<file path="config.mk">
export PLATFORM = sky130hd
export DESIGN_NAME = pressure_volume_loop_area
export DESIGN_NICKNAME = d
export VERILOG_FILES = /design/src/pva_pkg.sv /design/src/pva_mul.sv /design/src/pva_cfg.sv /design/src/pva_ctrl.sv /design/src/pressure_volume_loop_area.sv
export SDC_FILE = /design/constraint.sdc
export NUM_CORES = 2
export LEC_CHECK = 0
export ABC_AREA = 1
export ABC_CLOCK_PERIOD_IN_PS = 10600
export BUFFER_PORTS_ARGS = -buffer_cell sky130_fd_sc_hd__buf_4
export CORE_MARGIN = 1.5
export CORE_UTILIZATION = 55
export CTS_CLUSTER_SIZE = 8
export DETAILED_ROUTE_END_ITERATION = 16
export PLACE_DENSITY = 0.78
export SETUP_SLACK_MARGIN = 0.4
export SKIP_LAST_GASP = 1
export SLEW_MARGIN = 0
export SYNTH_ARGS = -nofsm -noshare
export SYNTH_HDL_FRONTEND = slang
export SYNTH_SLANG_ARGS = --single-unit
</file>
<file path="constraint.sdc">
create_clock -name clk_i -period 10.6 [get_ports clk_i]
set_input_delay 2.12 -clock clk_i [delete_from_list [all_inputs] [get_ports clk_i]]
set_output_delay 2.12 -clock clk_i [all_outputs]
set_load 0.01 [all_outputs]
</file>
<file path="src/pva_pkg.sv">
// ----------------------------------------------------------------------------
// pva_pkg
// Shared types and constants of the pressure-volume loop area block.
// ----------------------------------------------------------------------------
`default_nettype none

package pva_pkg;

  // Default parameter values
  localparam int SAMPLE_BITS    = 16;
  localparam int ACC_BITS       = 48;
  localparam int GAIN_FRAC_BITS = 16;

  // Fixed widths
  localparam int GAIN_W     = 16;
  localparam int OUT_W      = 48;
  localparam int CHUNK_W    = 32;  // magnitude digit fed to the multiplier per pass
  localparam int APB_DATA_W = 32;
  localparam int CFG_ADDR_W = 3;
  localparam int CFG_IDX_W  = 1;

  localparam logic [GAIN_W-1:0]    GAIN_RESET    = 16'h8000;
  localparam logic [CFG_IDX_W-1:0] REG_WORK_GAIN = 1'b0;

  typedef enum logic [3:0] {
    ST_IDLE,
    ST_MUL_EDGE,
    ST_ADD_EDGE,
    ST_MUL_CLOSE,
    ST_ADD_CLOSE,
    ST_MAG,
    ST_MUL_SCALE,
    ST_ADD_SCALE,
    ST_FINISH,
    ST_EMIT
  } pva_state_e;

  // Operand select of the shared multiplier
  typedef enum logic [1:0] {
    OP_EDGE,
    OP_CLOSE,
    OP_SCALE
  } pva_op_e;

  typedef struct packed {
    logic    ready;
    pva_op_e op;
    logic    mul_en;
    logic    acc_add;
    logic    adv_prev;
    logic    mag_load;
    logic    scale_add;
    logic    finish;
    logic    emit;
  } pva_ctrl_t;

endpackage

`default_nettype wire

</file>
<file path="src/pva_mul.sv">
// ----------------------------------------------------------------------------
// pva_mul
// Shared signed multiplier with registered product.
// ----------------------------------------------------------------------------
`default_nettype none

module pva_mul #(
  parameter int A_W = 33,
  parameter int B_W = 17
) (
  input  wire                        clk_i,
  input  wire                        en_i,
  input  wire  logic signed [A_W-1:0] a_i,
  input  wire  logic signed [B_W-1:0] b_i,
  output logic signed [A_W+B_W-1:0]  p_o
);

  logic signed [A_W+B_W-1:0] p_q;

  always_ff @(posedge clk_i) begin
    if (en_i) begin
      p_q <= (A_W+B_W)'(a_i) * (A_W+B_W)'(b_i);
    end
  end

  assign p_o = p_q;

endmodule

`default_nettype wire

</file>
<file path="src/pva_cfg.sv">
// ----------------------------------------------------------------------------
// pva_cfg
// APB register file: holds the work gain.
// ----------------------------------------------------------------------------
`default_nettype none

module pva_cfg (
  input  wire                                 clk_i,
  input  wire                                 rst_ni,
  input  wire                                 psel,
  input  wire                                 penable,
  input  wire                                 pwrite,
  input  wire  [pva_pkg::CFG_ADDR_W-1:0]      paddr,
  input  wire  [pva_pkg::APB_DATA_W-1:0]      pwdata,
  output logic [pva_pkg::APB_DATA_W-1:0]      prdata,
  output logic                                pready,
  output logic [pva_pkg::GAIN_W-1:0]          gain_o
);

  localparam int AddrW = pva_pkg::CFG_ADDR_W;

  logic [pva_pkg::GAIN_W-1:0]    gain_q, gain_d;
  logic [pva_pkg::CFG_IDX_W-1:0] idx;
  logic                          wr_en;

  assign idx    = paddr[AddrW-1:2];
  assign pready = 1'b1;
  assign wr_en  = psel && penable && pwrite;

  always_comb begin
    gain_d = gain_q;
    prdata = '0;
    unique case (idx)
      pva_pkg::REG_WORK_GAIN: begin
        prdata = pva_pkg::APB_DATA_W'(gain_q);
        if (wr_en) begin
          gain_d = pwdata[pva_pkg::GAIN_W-1:0];
        end
      end
      default: begin
        prdata = '0;
      end
    endcase
  end

  always_ff @(posedge clk_i or negedge rst_ni) begin
    if (!rst_ni) begin
      gain_q <= pva_pkg::GAIN_RESET;
    end else begin
      gain_q <= gain_d;
    end
  end

  assign gain_o = gain_q;

endmodule

`default_nettype wire

</file>
<file path="src/pva_ctrl.sv">
// ----------------------------------------------------------------------------
// pva_ctrl
// Sequencer: steps the shared multiplier and accumulator through one sample.
// ----------------------------------------------------------------------------
`default_nettype none

module pva_ctrl #(
  parameter int N_CHUNKS = 2
) (
  input  wire                clk_i,
  input  wire                rst_ni,
  input  wire                in_fire_i,
  input  wire                in_mark_i,   // mark of the word being accepted
  input  wire                mark_q_i,    // mark of the word in work
  input  wire                loop_open_i,
  input  wire                out_free_i,
  output pva_pkg::pva_ctrl_t ctrl_o
);

  localparam int CntW = (N_CHUNKS > 1) ? $clog2(N_CHUNKS) : 1;

  pva_pkg::pva_state_e state_q, state_d;
  logic [CntW-1:0]     cnt_q, cnt_d;
  logic                last_chunk;

  assign last_chunk = (cnt_q == CntW'(N_CHUNKS - 1));

  // Next state
  always_comb begin
    state_d = state_q;
    unique case (state_q)
      pva_pkg::ST_IDLE: begin
        if (in_fire_i) begin
          if (loop_open_i) begin
            state_d = pva_pkg::ST_MUL_EDGE;
          end else if (in_mark_i) begin
            state_d = pva_pkg::ST_EMIT;
          end
        end
      end
      pva_pkg::ST_MUL_EDGE:  state_d = pva_pkg::ST_ADD_EDGE;
      pva_pkg::ST_ADD_EDGE: begin
        state_d = mark_q_i ? pva_pkg::ST_MUL_CLOSE : pva_pkg::ST_IDLE;
      end
      pva_pkg::ST_MUL_CLOSE: state_d = pva_pkg::ST_ADD_CLOSE;
      pva_pkg::ST_ADD_CLOSE: state_d = pva_pkg::ST_MAG;
      pva_pkg::ST_MAG:       state_d = pva_pkg::ST_MUL_SCALE;
      pva_pkg::ST_MUL_SCALE: state_d = pva_pkg::ST_ADD_SCALE;
      pva_pkg::ST_ADD_SCALE: begin
        state_d = last_chunk ? pva_pkg::ST_FINISH : pva_pkg::ST_MUL_SCALE;
      end
      pva_pkg::ST_FINISH:    state_d = pva_pkg::ST_EMIT;
      pva_pkg::ST_EMIT: begin
        if (out_free_i) begin
          state_d = pva_pkg::ST_IDLE;
        end
      end
      default:               state_d = pva_pkg::ST_IDLE;
    endcase
  end

  // Chunk counter
  always_comb begin
    cnt_d = cnt_q;
    if (state_q == pva_pkg::ST_MAG) begin
      cnt_d = '0;
    end else if (state_q == pva_pkg::ST_ADD_SCALE) begin
      cnt_d = cnt_q + 1'b1;
    end
  end

  // Outputs
  always_comb begin
    ctrl_o = '0;
    ctrl_o.op = pva_pkg::OP_EDGE;
    unique case (state_q)
      pva_pkg::ST_IDLE:      ctrl_o.ready = 1'b1;
      pva_pkg::ST_MUL_EDGE:  ctrl_o.mul_en = 1'b1;
      pva_pkg::ST_ADD_EDGE: begin
        ctrl_o.acc_add  = 1'b1;
        ctrl_o.adv_prev = 1'b1;
      end
      pva_pkg::ST_MUL_CLOSE: begin
        ctrl_o.mul_en = 1'b1;
        ctrl_o.op     = pva_pkg::OP_CLOSE;
      end
      pva_pkg::ST_ADD_CLOSE: ctrl_o.acc_add = 1'b1;
      pva_pkg::ST_MAG:       ctrl_o.mag_load = 1'b1;
      pva_pkg::ST_MUL_SCALE: begin
        ctrl_o.mul_en = 1'b1;
        ctrl_o.op     = pva_pkg::OP_SCALE;
      end
      pva_pkg::ST_ADD_SCALE: ctrl_o.scale_add = 1'b1;
      pva_pkg::ST_FINISH:    ctrl_o.finish = 1'b1;
      pva_pkg::ST_EMIT:      ctrl_o.emit = out_free_i;
      default:               ctrl_o.ready = 1'b0;
    endcase
  end

  always_ff @(posedge clk_i or negedge rst_ni) begin
    if (!rst_ni) begin
      state_q <= pva_pkg::ST_IDLE;
      cnt_q   <= '0;
    end else begin
      state_q <= state_d;
      cnt_q   <= cnt_d;
    end
  end

endmodule

`default_nettype wire

</file>
<file path="src/pressure_volume_loop_area.sv">
// ----------------------------------------------------------------------------
// pressure_volume_loop_area
// Shoelace area of pressure-volume loops, scaled by a programmable gain.
// ----------------------------------------------------------------------------
// Each input word is one pressure/volume sample; tlast marks a beat. A beat
// closes the open loop (adding its own edge and the edge back to the loop's
// first vertex), scales the doubled area by work_gain (Q GAIN_FRAC_BITS), and
// returns one word: stroke_work, work_valid, saturated. The beat sample then
// opens the next loop. A beat with no loop open returns a word with all
// fields zero; samples before the first beat are dropped without a result.
// Operation: the block takes one word at a time and runs it through a single
// shared multiplier. A plain sample inside a loop is accepted, multiplied and
// added; a sample before the first beat is only accepted; a beat with no loop
// open is accepted and then loaded into the output; a beat that closes a loop
// computes its own edge term and the closing edge term, then the 32-bit digits
// of |area| times the gain, then the final clamp and the output load.
// A finished word waits in the output register, and the sequencer holds in
// its last step only when that register is still full.
// The accumulator clamps to the signed ACC_BITS range; saturated reports a
// clamp of the sum in this loop or of the scaled result. work_gain sits at
// APB byte address 0 (reset 0x8000); the user must write it only while
// idle, as the block itself does not enforce this.
// ----------------------------------------------------------------------------
`default_nettype none

module pressure_volume_loop_area #(
  parameter int SAMPLE_BITS    = pva_pkg::SAMPLE_BITS,
  parameter int ACC_BITS       = pva_pkg::ACC_BITS,
  parameter int GAIN_FRAC_BITS = pva_pkg::GAIN_FRAC_BITS
) (
  input  wire                                clk_i,
  input  wire                                rst_ni,
  // stream in
  input  wire                                s_axis_tvalid,
  output logic                               s_axis_tready,
  // tdata: pressure [SAMPLE_BITS-1:0], volume [2*SAMPLE_BITS-1:SAMPLE_BITS]
  input  wire  [((2*SAMPLE_BITS+7)/8)*8-1:0] s_axis_tdata,
  input  wire                                s_axis_tlast,   // beat_mark
  // stream out
  output logic                               m_axis_tvalid,
  input  wire                                m_axis_tready,
  // tdata: stroke_work [47:0]
  output logic [pva_pkg::OUT_W-1:0]          m_axis_tdata,
  // tuser: work_valid [0], saturated [1]
  output logic [1:0]                         m_axis_tuser,
  // config
  input  wire                                psel,
  input  wire                                penable,
  input  wire                                pwrite,
  input  wire  [pva_pkg::CFG_ADDR_W-1:0]     paddr,
  input  wire  [pva_pkg::APB_DATA_W-1:0]     pwdata,
  output logic [pva_pkg::APB_DATA_W-1:0]     prdata,
  output logic                               pready
);

  localparam int SB     = SAMPLE_BITS;
  localparam int AccW   = ACC_BITS;
  localparam int ChunkW = pva_pkg::CHUNK_W;
  localparam int GainW  = pva_pkg::GAIN_W;
  localparam int OutW   = pva_pkg::OUT_W;
  localparam int MulAW  = ChunkW + 1;
  localparam int MulBW  = (SB + 1 > GainW + 1) ? SB + 1 : GainW + 1;
  localparam int MulPW  = MulAW + MulBW;
  localparam int SumW   = ((AccW > MulPW) ? AccW : MulPW) + 1;
  localparam int NChunk = (AccW + ChunkW - 1) / ChunkW;
  localparam int MagW   = NChunk * ChunkW;
  localparam int WideW  = MagW + GainW;

  localparam logic signed [SumW-1:0] SumMax = {{(SumW-AccW+1){1'b0}}, {(AccW-1){1'b1}}};
  localparam logic signed [SumW-1:0] SumMin = {{(SumW-AccW+1){1'b1}}, {(AccW-1){1'b0}}};
  localparam logic signed [AccW-1:0] AccMax = {1'b0, {(AccW-1){1'b1}}};
  localparam logic signed [AccW-1:0] AccMin = {1'b1, {(AccW-1){1'b0}}};
  localparam logic [WideW-1:0]       LimPos = WideW'({(AccW-1){1'b1}});
  localparam logic [WideW-1:0]       LimNeg = WideW'(1) << (AccW - 1);

  pva_pkg::pva_ctrl_t ctrl;
  logic [GainW-1:0]   gain;
  logic               in_fire, out_free;

  // sample registers
  logic signed [SB-1:0] cur_p_q, cur_p_d, first_p_q, first_p_d, prev_p_q, prev_p_d;
  logic [SB-1:0]        cur_v_q, cur_v_d, first_v_q, first_v_d, prev_v_q, prev_v_d;
  logic                 mark_q, mark_d;
  logic                 loop_open_q, loop_open_d;

  // accumulator
  logic signed [AccW-1:0] acc_q, acc_d;
  logic                   sum_sat_q, sum_sat_d;
  logic signed [SumW-1:0] sum_ext;
  logic signed [AccW-1:0] acc_clamp;
  logic                   acc_ovf;

  // scaling
  logic [MagW-1:0]        mag_q, mag_d;
  logic                   neg_q, neg_d;
  logic [AccW-1:0]        mag_abs;
  logic [WideW-1:0]       wide_q, wide_d;
  logic [WideW-1:0]       q_full, lim;
  logic                   osat;
  logic [AccW-1:0]        q_mag;
  logic signed [AccW-1:0] res_s;

  // result and output registers
  logic [OutW-1:0] res_work_q, res_work_d, m_work_q, m_work_d;
  logic            res_valid_q, res_valid_d, res_sat_q, res_sat_d;
  logic [1:0]      m_flags_q, m_flags_d;
  logic            m_valid_q, m_valid_d;

  // shared multiplier operands
  logic signed [SB:0]        psum_e, psum_c, vdif_e, vdif_c;
  logic signed [MulAW-1:0]   mul_a;
  logic signed [MulBW-1:0]   mul_b;
  logic signed [MulPW-1:0]   prod;
  logic [MulPW-1:0]          prod_u;

  pva_cfg u_cfg (
    .clk_i   (clk_i),
    .rst_ni  (rst_ni),
    .psel    (psel),
    .penable (penable),
    .pwrite  (pwrite),
    .paddr   (paddr),
    .pwdata  (pwdata),
    .prdata  (prdata),
    .pready  (pready),
    .gain_o  (gain)
  );

  assign in_fire  = s_axis_tvalid && ctrl.ready;
  assign out_free = !m_valid_q || m_axis_tready;

  pva_ctrl #(
    .N_CHUNKS (NChunk)
  ) u_ctrl (
    .clk_i       (clk_i),
    .rst_ni      (rst_ni),
    .in_fire_i   (in_fire),
    .in_mark_i   (s_axis_tlast),
    .mark_q_i    (mark_q),
    .loop_open_i (loop_open_q),
    .out_free_i  (out_free),
    .ctrl_o      (ctrl)
  );

  // Operand select: edge term, closing term, or one magnitude digit x gain
  always_comb begin
    psum_e = {prev_p_q[SB-1], prev_p_q} + {cur_p_q[SB-1], cur_p_q};
    vdif_e = {1'b0, prev_v_q} - {1'b0, cur_v_q};
    psum_c = {cur_p_q[SB-1], cur_p_q} + {first_p_q[SB-1], first_p_q};
    vdif_c = {1'b0, cur_v_q} - {1'b0, first_v_q};
    case (ctrl.op)
      pva_pkg::OP_EDGE: begin
        mul_a = MulAW'(psum_e);
        mul_b = MulBW'(vdif_e);
      end
      pva_pkg::OP_SCALE: begin
        mul_a = MulAW'(mag_q[MagW-1 -: ChunkW]);
        mul_b = MulBW'(gain);
      end
      default: begin
        mul_a = MulAW'(psum_c);
        mul_b = MulBW'(vdif_c);
      end
    endcase
  end

  pva_mul #(
    .A_W (MulAW),
    .B_W (MulBW)
  ) u_mul (
    .clk_i (clk_i),
    .en_i  (ctrl.mul_en),
    .a_i   (mul_a),
    .b_i   (mul_b),
    .p_o   (prod)
  );

  assign prod_u = prod;

  // Saturating accumulate of one shoelace term
  always_comb begin
    sum_ext = SumW'(acc_q) + SumW'(prod);
    acc_ovf = 1'b0;
    if (sum_ext > SumMax) begin
      acc_clamp = AccMax;
      acc_ovf   = 1'b1;
    end else if (sum_ext < SumMin) begin
      acc_clamp = AccMin;
      acc_ovf   = 1'b1;
    end else begin
      acc_clamp = sum_ext[AccW-1:0];
    end
  end

  // Scaled result: truncate toward zero, clamp to the signed range
  always_comb begin
    mag_abs = acc_q[AccW-1] ? (~acc_q + 1'b1) : acc_q;
    q_full  = wide_q >> GAIN_FRAC_BITS;
    lim     = neg_q ? LimNeg : LimPos;
    osat    = q_full > lim;
    q_mag   = osat ? lim[AccW-1:0] : q_full[AccW-1:0];
    res_s   = neg_q ? -q_mag : q_mag;
  end

  always_comb begin
    cur_p_d     = cur_p_q;
    cur_v_d     = cur_v_q;
    mark_d      = mark_q;
    first_p_d   = first_p_q;
    first_v_d   = first_v_q;
    prev_p_d    = prev_p_q;
    prev_v_d    = prev_v_q;
    loop_open_d = loop_open_q;
    acc_d       = acc_q;
    sum_sat_d   = sum_sat_q;
    mag_d       = mag_q;
    neg_d       = neg_q;
    wide_d      = wide_q;
    res_work_d  = res_work_q;
    res_valid_d = res_valid_q;
    res_sat_d   = res_sat_q;
    m_work_d    = m_work_q;
    m_flags_d   = m_flags_q;
    m_valid_d   = m_valid_q;

    if (in_fire) begin
      cur_p_d     = s_axis_tdata[SB-1:0];
      cur_v_d     = s_axis_tdata[2*SB-1:SB];
      mark_d      = s_axis_tlast;
      res_work_d  = '0;   // beat with no open loop reports all zero
      res_valid_d = 1'b0;
      res_sat_d   = 1'b0;
    end
    if (ctrl.acc_add) begin
      acc_d     = acc_clamp;
      sum_sat_d = sum_sat_q || acc_ovf;
    end
    if (ctrl.adv_prev) begin
      prev_p_d = cur_p_q;
      prev_v_d = cur_v_q;
    end
    if (ctrl.mag_load) begin
      neg_d  = acc_q[AccW-1];
      mag_d  = MagW'(mag_abs);
      wide_d = '0;
    end
    if (ctrl.scale_add) begin
      // most significant digit first
      wide_d = (wide_q << ChunkW) + WideW'(prod_u);
      mag_d  = mag_q << ChunkW;
    end
    if (ctrl.finish) begin
      res_work_d  = OutW'(res_s);
      res_valid_d = 1'b1;
      res_sat_d   = sum_sat_q || osat;
    end

    if (ctrl.emit) begin
      m_work_d    = res_work_q;
      m_flags_d   = {res_sat_q, res_valid_q};
      m_valid_d   = 1'b1;
      // the beat sample opens the next loop
      loop_open_d = 1'b1;
      first_p_d   = cur_p_q;
      first_v_d   = cur_v_q;
      prev_p_d    = cur_p_q;
      prev_v_d    = cur_v_q;
      acc_d       = '0;
      sum_sat_d   = 1'b0;
    end else if (m_axis_tready) begin
      m_valid_d = 1'b0;
    end
  end

  always_ff @(posedge clk_i or negedge rst_ni) begin
    if (!rst_ni) begin
      loop_open_q <= 1'b0;
      acc_q       <= '0;
      sum_sat_q   <= 1'b0;
      m_valid_q   <= 1'b0;
    end else begin
      loop_open_q <= loop_open_d;
      acc_q       <= acc_d;
      sum_sat_q   <= sum_sat_d;
      m_valid_q   <= m_valid_d;
    end
  end

  always_ff @(posedge clk_i) begin
    cur_p_q     <= cur_p_d;
    cur_v_q     <= cur_v_d;
    mark_q      <= mark_d;
    first_p_q   <= first_p_d;
    first_v_q   <= first_v_d;
    prev_p_q    <= prev_p_d;
    prev_v_q    <= prev_v_d;
    mag_q       <= mag_d;
    neg_q       <= neg_d;
    wide_q      <= wide_d;
    res_work_q  <= res_work_d;
    res_valid_q <= res_valid_d;
    res_sat_q   <= res_sat_d;
    m_work_q    <= m_work_d;
    m_flags_q   <= m_flags_d;
  end

  assign s_axis_tready = ctrl.ready;
  assign m_axis_tvalid = m_valid_q;
  assign m_axis_tdata  = m_work_q;
  assign m_axis_tuser  = m_flags_q;

  // A word leaving the sequencer lands in the output register
  a_emit_lands: assert property (@(posedge clk_i) disable iff (!rst_ni)
    ctrl.emit |=> m_axis_tvalid)
    else $error("emitted word did not reach output register");

  // An invalid loop reports zero work and no saturation
  a_invalid_zero: assert property (@(posedge clk_i) disable iff (!rst_ni)
    (m_axis_tvalid && !m_axis_tuser[0]) |-> ((m_axis_tdata == '0) && !m_axis_tuser[1]))
    else $error("invalid result carries nonzero fields");

  // A sample inside an open loop keeps the block busy
  a_busy_after_take: assert property (@(posedge clk_i) disable iff (!rst_ni)
    (in_fire && loop_open_q) |=> !s_axis_tready)
    else $error("took a word while the shared unit was in use");

  // Closing a loop restarts the accumulator
  a_loop_restart: assert property (@(posedge clk_i) disable iff (!rst_ni)
    ctrl.emit |=> (loop_open_q && (acc_q == '0) && !sum_sat_q))
    else $error("loop not restarted after beat");

endmodule

`default_nettype wire

</file>
---- After elaboration in Yosys (flattened, before gate mapping) ----
Index checks and enable logic that the tools add are counted.
word-level totals
  output and inout bits ................... 85
  input port bits ......................... 75
  register bits after elaboration ......... 464
  word-level logic and storage cells ...... 118
cells by class
  equal/unequal tests ..................... 13
  mux-type cells .......................... 47
  $add $sub $neg .......................... 9
  multipliers ............................. 1
  bitwise operators ....................... 2
  order comparisons ....................... 3
  reduce and logical (&&, ||, !) cells .... 19
operators by type and width
  cell                                                              number
  2-to-1 mux 48 bit                                                 10
  2-to-1 mux 80 bit                                                 2
  2-to-1 mux 64 bit                                                 2
  adder 80 x 50 -> 80 bit                                           1
  2-to-1 mux 16 bit                                                 5
  one-hot mux 33 bit (2 select lines)                               1
  greater-than comparator 64 x 48 -> 1 bit                          1
  adder 48 x 50 -> 51 bit                                           1
  greater-than comparator 51 x 48 -> 1 bit (second input constant)  1
  < comparator 51 x 48 -> 1 bit (second input constant)             1
  multiplier 33 x 17 -> 50 bit                                      1
  adder 48 x 1 -> 48 bit (second input constant)                    1
  negation 48 bit                                                   1
  inverter 48 bit                                                   1
  one-hot mux 4 bit (10 select lines)                               1
  adder 16 x 16 -> 17 bit                                           2
  one-hot mux 17 bit (2 select lines)                               1
  subtractor 16 x 16 -> 17 bit                                      2
  2-to-1 mux 4 bit                                                  5
  2-to-1 mux 1 bit                                                  18
  == test 4 x 3 -> 1 bit (second input constant)                    4
  nonzero test 2 bit                                                6
  == test 4 x 2 -> 1 bit (second input constant)                    2
  == test 4 bit (second input constant)                             2
  18 further kinds                                                  22

---- Logic depth before layout (Yosys ltp) ----
  word-level depth ........................ 7
  mapped depth ............................ 48
  mapped depth without buffers ............ 47

---- Modules after synthesis ----
From an unflattened synthesis, not the netlist that was laid out.
second synthesis, totals
  cells, all modules ...................... 6376
  area total of the unflattened synthesis .. 49951.7 sq um
modules (own cells, without submodules)
  module                     area an instance (sq um)  seq. area each (sq um)  instances  cells each
  pressure_volume_loop_area  25837.3                   11215.8                 1          3194
  pva_mul                    22789.4                   1501.4                  1          2995
  pva_cfg                    939.7                     401.6                   1          125
  pva_ctrl                   385.4                     125.1                   1          62

---- Worst setup path after synthesis ----
Ideal clock, no wire load.
  path type ............................... reg-to-reg
  start ................................... reg cur_p_q[0]
  end ..................................... reg u_mul.p_q[47] (netlist: u_mul.p_o[47]), data pin
  path buffers ............................ 2
  setup time .............................. 0.266 ns
  arrival ................................. 7.473 ns
  required time ........................... 10.334 ns
  period minus slack after synthesis ...... 7.739 ns
  cell stages (with the launch flop) ...... 44
  path slack .............................. 2.861 ns
  path through ............................ edfxtp_1 > ha_1 > inv_1 > fa_1 > o21ai_1 > a21oi_1 > o21bai_2 > nand2_1 > nand2_1 > a21oi_1 > inv_1 > nand3_1 > nand2_1 > nand2_1 > nand3_1 > nand2_1 > nand2_2 > inv_2 > [8 not listed] > inv_1 > fa_1 > fa_1 > inv_1 > fa_1 > inv_1 > ha_1 > nand2_1 > nor2_1 > inv_1 > nor4_1 > a21oi_1 > o21ai_0 > nand2_1 > nand2_1 > nand3_1 > o2111ai_1 > xor2_1
between the ends
  longest elaborated chain between the ends .. 3
  elaborated cells between the ends (all ways) .. 4
  those cells by class .................... 2 x add/sub; 1 x mul; 1 x mux
RTL lines
  what                                               RTL line                                                            RTL
  start: declaration                                 pressure_volume_loop_area.sv:81                                     logic signed [SB-1:0] cur_p_q, cur_p_d, first_p_q, first_p_d, prev_p_q, prev_p_d;
  start signal: assignment                           pressure_volume_loop_area.sv:290                                    cur_p_q <= cur_p_d;
  adder 16 x 16 -> 17 bit, on equally long branches  pressure_volume_loop_area.sv:149, pressure_volume_loop_area.sv:147
  one-hot mux 33 bit (2 select lines) (*)            pressure_volume_loop_area.sv:151                                    case (ctrl.op)
  multiplier 33 x 17 -> 50 bit (*)                   pva_mul.sv:22                                                       p_q <= (A_W+B_W)'(a_i) * (A_W+B_W)'(b_i);
  end signal: assignment                             pva_mul.sv:22
  end: declaration                                   pva_mul.sv:18                                                       logic signed [A_W+B_W-1:0] p_q;
Every way passes the cells marked *; elsewhere a longest branch is shown, timed or not.
A chain may end at the register's enable or synchronous reset.

---- Worst setup path in the final report ----
  start ................................... reg cur_p_q[0]
  end ..................................... reg u_mul.p_q[40] (netlist: u_mul.p_o[40]), data pin
Same word-level chain as after synthesis.

==> qor.csv <==
stage;metric;value;unit
clock_tree;H-tree depth;3;
synth;Synth Area in Adders;0.303;
setup_path;max incr delay on CP;0.58;ns
sta;FMAX;104;MHz
synth;Post-synth top cells;1170 x nand2_1, 1113 x inv_1, 804 x nor2_1;
floorplan;CORE AREA;0.0868;sq mm
clock_tree;clk_lat worst skew;0.64;ns
placed_design;Routability Congestion;0.975;
clock_tree;clock sink count;464;
floorplan;starting density of the core;0.555;
grt;All-Layer GR Usage;0.307;
synth;Synth area leader;fa_1;
drt;Residual DRC;0;
synth;mux cell area share after synthesis;0;
grt;largest net degree at the start of global routing;92;
layout;Area Overhead vs Synth;8.66;%
setup_path;Crit path required time;10.98;ns
grt;GRT overflow;0;
placed_design;Detail Placement HPWL;107;mm
synth;share of the synthesized area in the top cell type;0.226;
setup_path;slowest stage cell, crit path;fa_1;
sta;Final Max Slew Viols;0;
clock_tree;number of buffers created by CTS;69;
grt;initial antenna violation count;4;
clock_tree;CTS resizes;0;
run_status;status;completed;
clock_tree;Root Driver;clkbuf_16;
sta;period utilization;0.904;
synth;ys flop type;edfxtp_1;
synth;synth warn;0;
floorplan;# IOs;160;
drt;post-DR wirelength/cell;18.9;microns
sta;final hold viol count;0;
setup_path;Crit. End Element;register;
floorplan;chip width;299;microns
sta;Final Skew;0.0430;ns
drt;Via Count;40000;
drt;drt first-iter violations;3718;
synth;count leader, synth;nand2_1;
clock_tree;clk buf depth;3;
clock_tree;CTS tree;done;
synth;Synth Register Bits;464;
synth;main area contributors after synthesis;fa_1 23%, edfxtp_1 22%, nand2_1 9.1%;
grt;vias in the first global route;39600;
sta;Slew @ Worst Pin;1.19;ns
synth;ys async rst share;0.155;
synth;XOR/XNOR Fraction of Synth Area;0.0244;
sta;worst rel slew slack;0.202;
clock_tree;Reg clk slew, reported paths;0.05;ns
floorplan;Die Footprint;0.0894;sq mm
sta;RSZ-0062 raised after global routing;no;
setup_path;worst setup path category;reg -> reg;
synth;Synth Area in Simple Gates;0.196;
setup_path;most frequent CP cell;nand2_1;
layout;layout cells sized above 1;0.0660;
drt;vias per inst;5.59;
sta;Final setup viols;0;
setup_path;FF-to-FF setup slack;1.01;ns
placed_design;Port Buffers;124;
clock_tree;# hold bufs at CTS;0;
synth;Synth Area in Compound Gates;0.0933;
clock_tree;number of post-CTS setup repair buffers;0;
synth;sequential area share after synthesis;0.275;
sta;Sum Neg Setup Slack;0;ns
grt;first-pass GRT wire length;216;mm
drt;antenna viol nets, final;0;
setup_path;Data arrival, critical path;9.96;ns
drt;routed wire length;135;mm
synth;largest family of logic cells by synthesized area;adder cells;
run;max-cap violation count;0;
setup_path;Worst Setup Start Kind;register;
sta;min Tclk post-route;9.59;ns
synth;Mapped Area;0.0482;sq mm
worst_hold_path;HP Class;reg -> reg;
floorplan;Rows;108;
synth;syn avg cell area;8.24;sq um
floorplan;Die H;299;microns
setup_path;CP max FO;21;
synth;Synth cell types;68;
drt;TritonRoute pass-1 iters;8;
layout;ant diodes;0;
synth;Post-synth EDFFs;359;
synth;cells after synthesis;5845;
layout;# nets final;6862;
## state kept, by name, indices dropped and copies added (netlist names), 2 cells and up
signal and cells:
cur_p_q 16, prev_v_q 16, wide_q 80, u_ctrl.state_q 4, m_axis_tuser 2, res_work_q 48
first_p_q 16, first_v_q 16, acc_q 48, mag_q 64, u_mul.p_o 50, cur_v_q 16
prev_p_q 16, u_cfg.gain_o 16, m_axis_tdata 48
## logic make-up (layout without fill, tap and decap cells)
logic type	after synthesis	count (layout)
XOR/XNOR	134	134
AO/OA/AOI/OAI	774	774
other	2	17
adder cells (fa/ha/maj)	842	842
buffers and inverters	1315	1451
flip-flops	464	464
AND/OR/NAND/NOR	2314	2314
## layer usage
layer | share of wire | wire length [microns] | GRT usage
met2 | 0.47 | 63300 | 0.494
met4 | 0.043 | 5760 | 0.120
met3 | 0.089 | 12000 | 0.0474
met5 | 0.00030 | 41 | 0
met1 | 0.40 | 54300 | 0.419
## critical path, delay by kind of cell (launching register included)
kind	cells	cell delay, ns
adder cells (fa/ha/maj)	9	4.15
buffers and inverters	7	0.77
AO/OA/AOI/OAI	9	1.96
flip-flops	1	0.40
XOR/XNOR	1	0.36
AND/OR/NAND/NOR	14	1.67
## metrics by stage
stage	hold slack (ns)	instances	setup WS [ns]	cell area (sq um)	utilization
CTS	0.412	7151	1.11	52400	0.603
detailed placement	0.405	7029	1.18	50300	0.579
finish	0.411	7151	1.01	52400	0.603
global route	0.417	7151	0.443	52400	0.603
floorplan	0.400	5860	2.86	48200	-
global placement	0.402	7029	1.35	50300	0.579
## path summary, 6_finish.rpt
path / cells past startpoint / endpoint / startpoint
min in group asynchronous: 1 / acc_q[27]$_DFFE_PN0P_ / rst_ni
setup / recovery: 40 / u_mul.p_o[40]$_DFFE_PP_ / cur_p_q[0]$_DFFE_PP_
setup reg to reg: 40 / u_mul.p_o[40]$_DFFE_PP_ / cur_p_q[0]$_DFFE_PP_
max in group asynchronous: 2 / u_cfg.gain_o[3]$_DFFE_PN0P_ / rst_ni
hold / removal: 0 / m_axis_tdata[1]$_DFFE_PP_ / res_work_q[1]$_SDFFCE_PN0P_
hold reg to reg: 0 / m_axis_tdata[1]$_DFFE_PP_ / res_work_q[1]$_SDFFCE_PN0P_
## cells in the final DEF, fill, tap and decap left out, types with 10 or more instances in the layout
master	synthesis	layout
buf_4	24	187
conb_1	2	17
clkbuf_1	78	41
clkbuf_16	0	69
nand2_2	26	27
nor4_1	22	22
clkinv_1	9	10
nand4_1	38	38
o221ai_1	23	23
o21a_1	33	33
a21o_1	10	10
o21ai_0	203	201
edfxtp_1	359	359
fa_1	543	543
xnor2_1	64	64
dfrtp_1	71	71
nor2_4	5	11
inv_1	1113	1113
nand3_1	133	132
inv_2	20	20
o211ai_1	23	23
nand2_1	1170	1169
nor2_1	804	798
a211oi_1	10	10
a31oi_1	42	42
nor3_1	50	50
a21oi_1	339	339
o21bai_1	12	12
or2_2	17	17
xor2_1	70	70
ha_1	299	299
dfxtp_1	33	33
o21ai_1	17	15
## final cells by class
type	instances	area, sq um
Tap cell	1155	1450
Sequential cell	464	13200
Timing Repair Buffer	187	1400
Fill cell	7506	34400
Inverter	1142	4290
Clock inverter	10	188
Clock buffer	112	1910
Multi-Input combinational cell	4081	29900
Power is not shown: default switching activity piles up to over one toggle a cycle in this logic, so the estimate is an artifact.
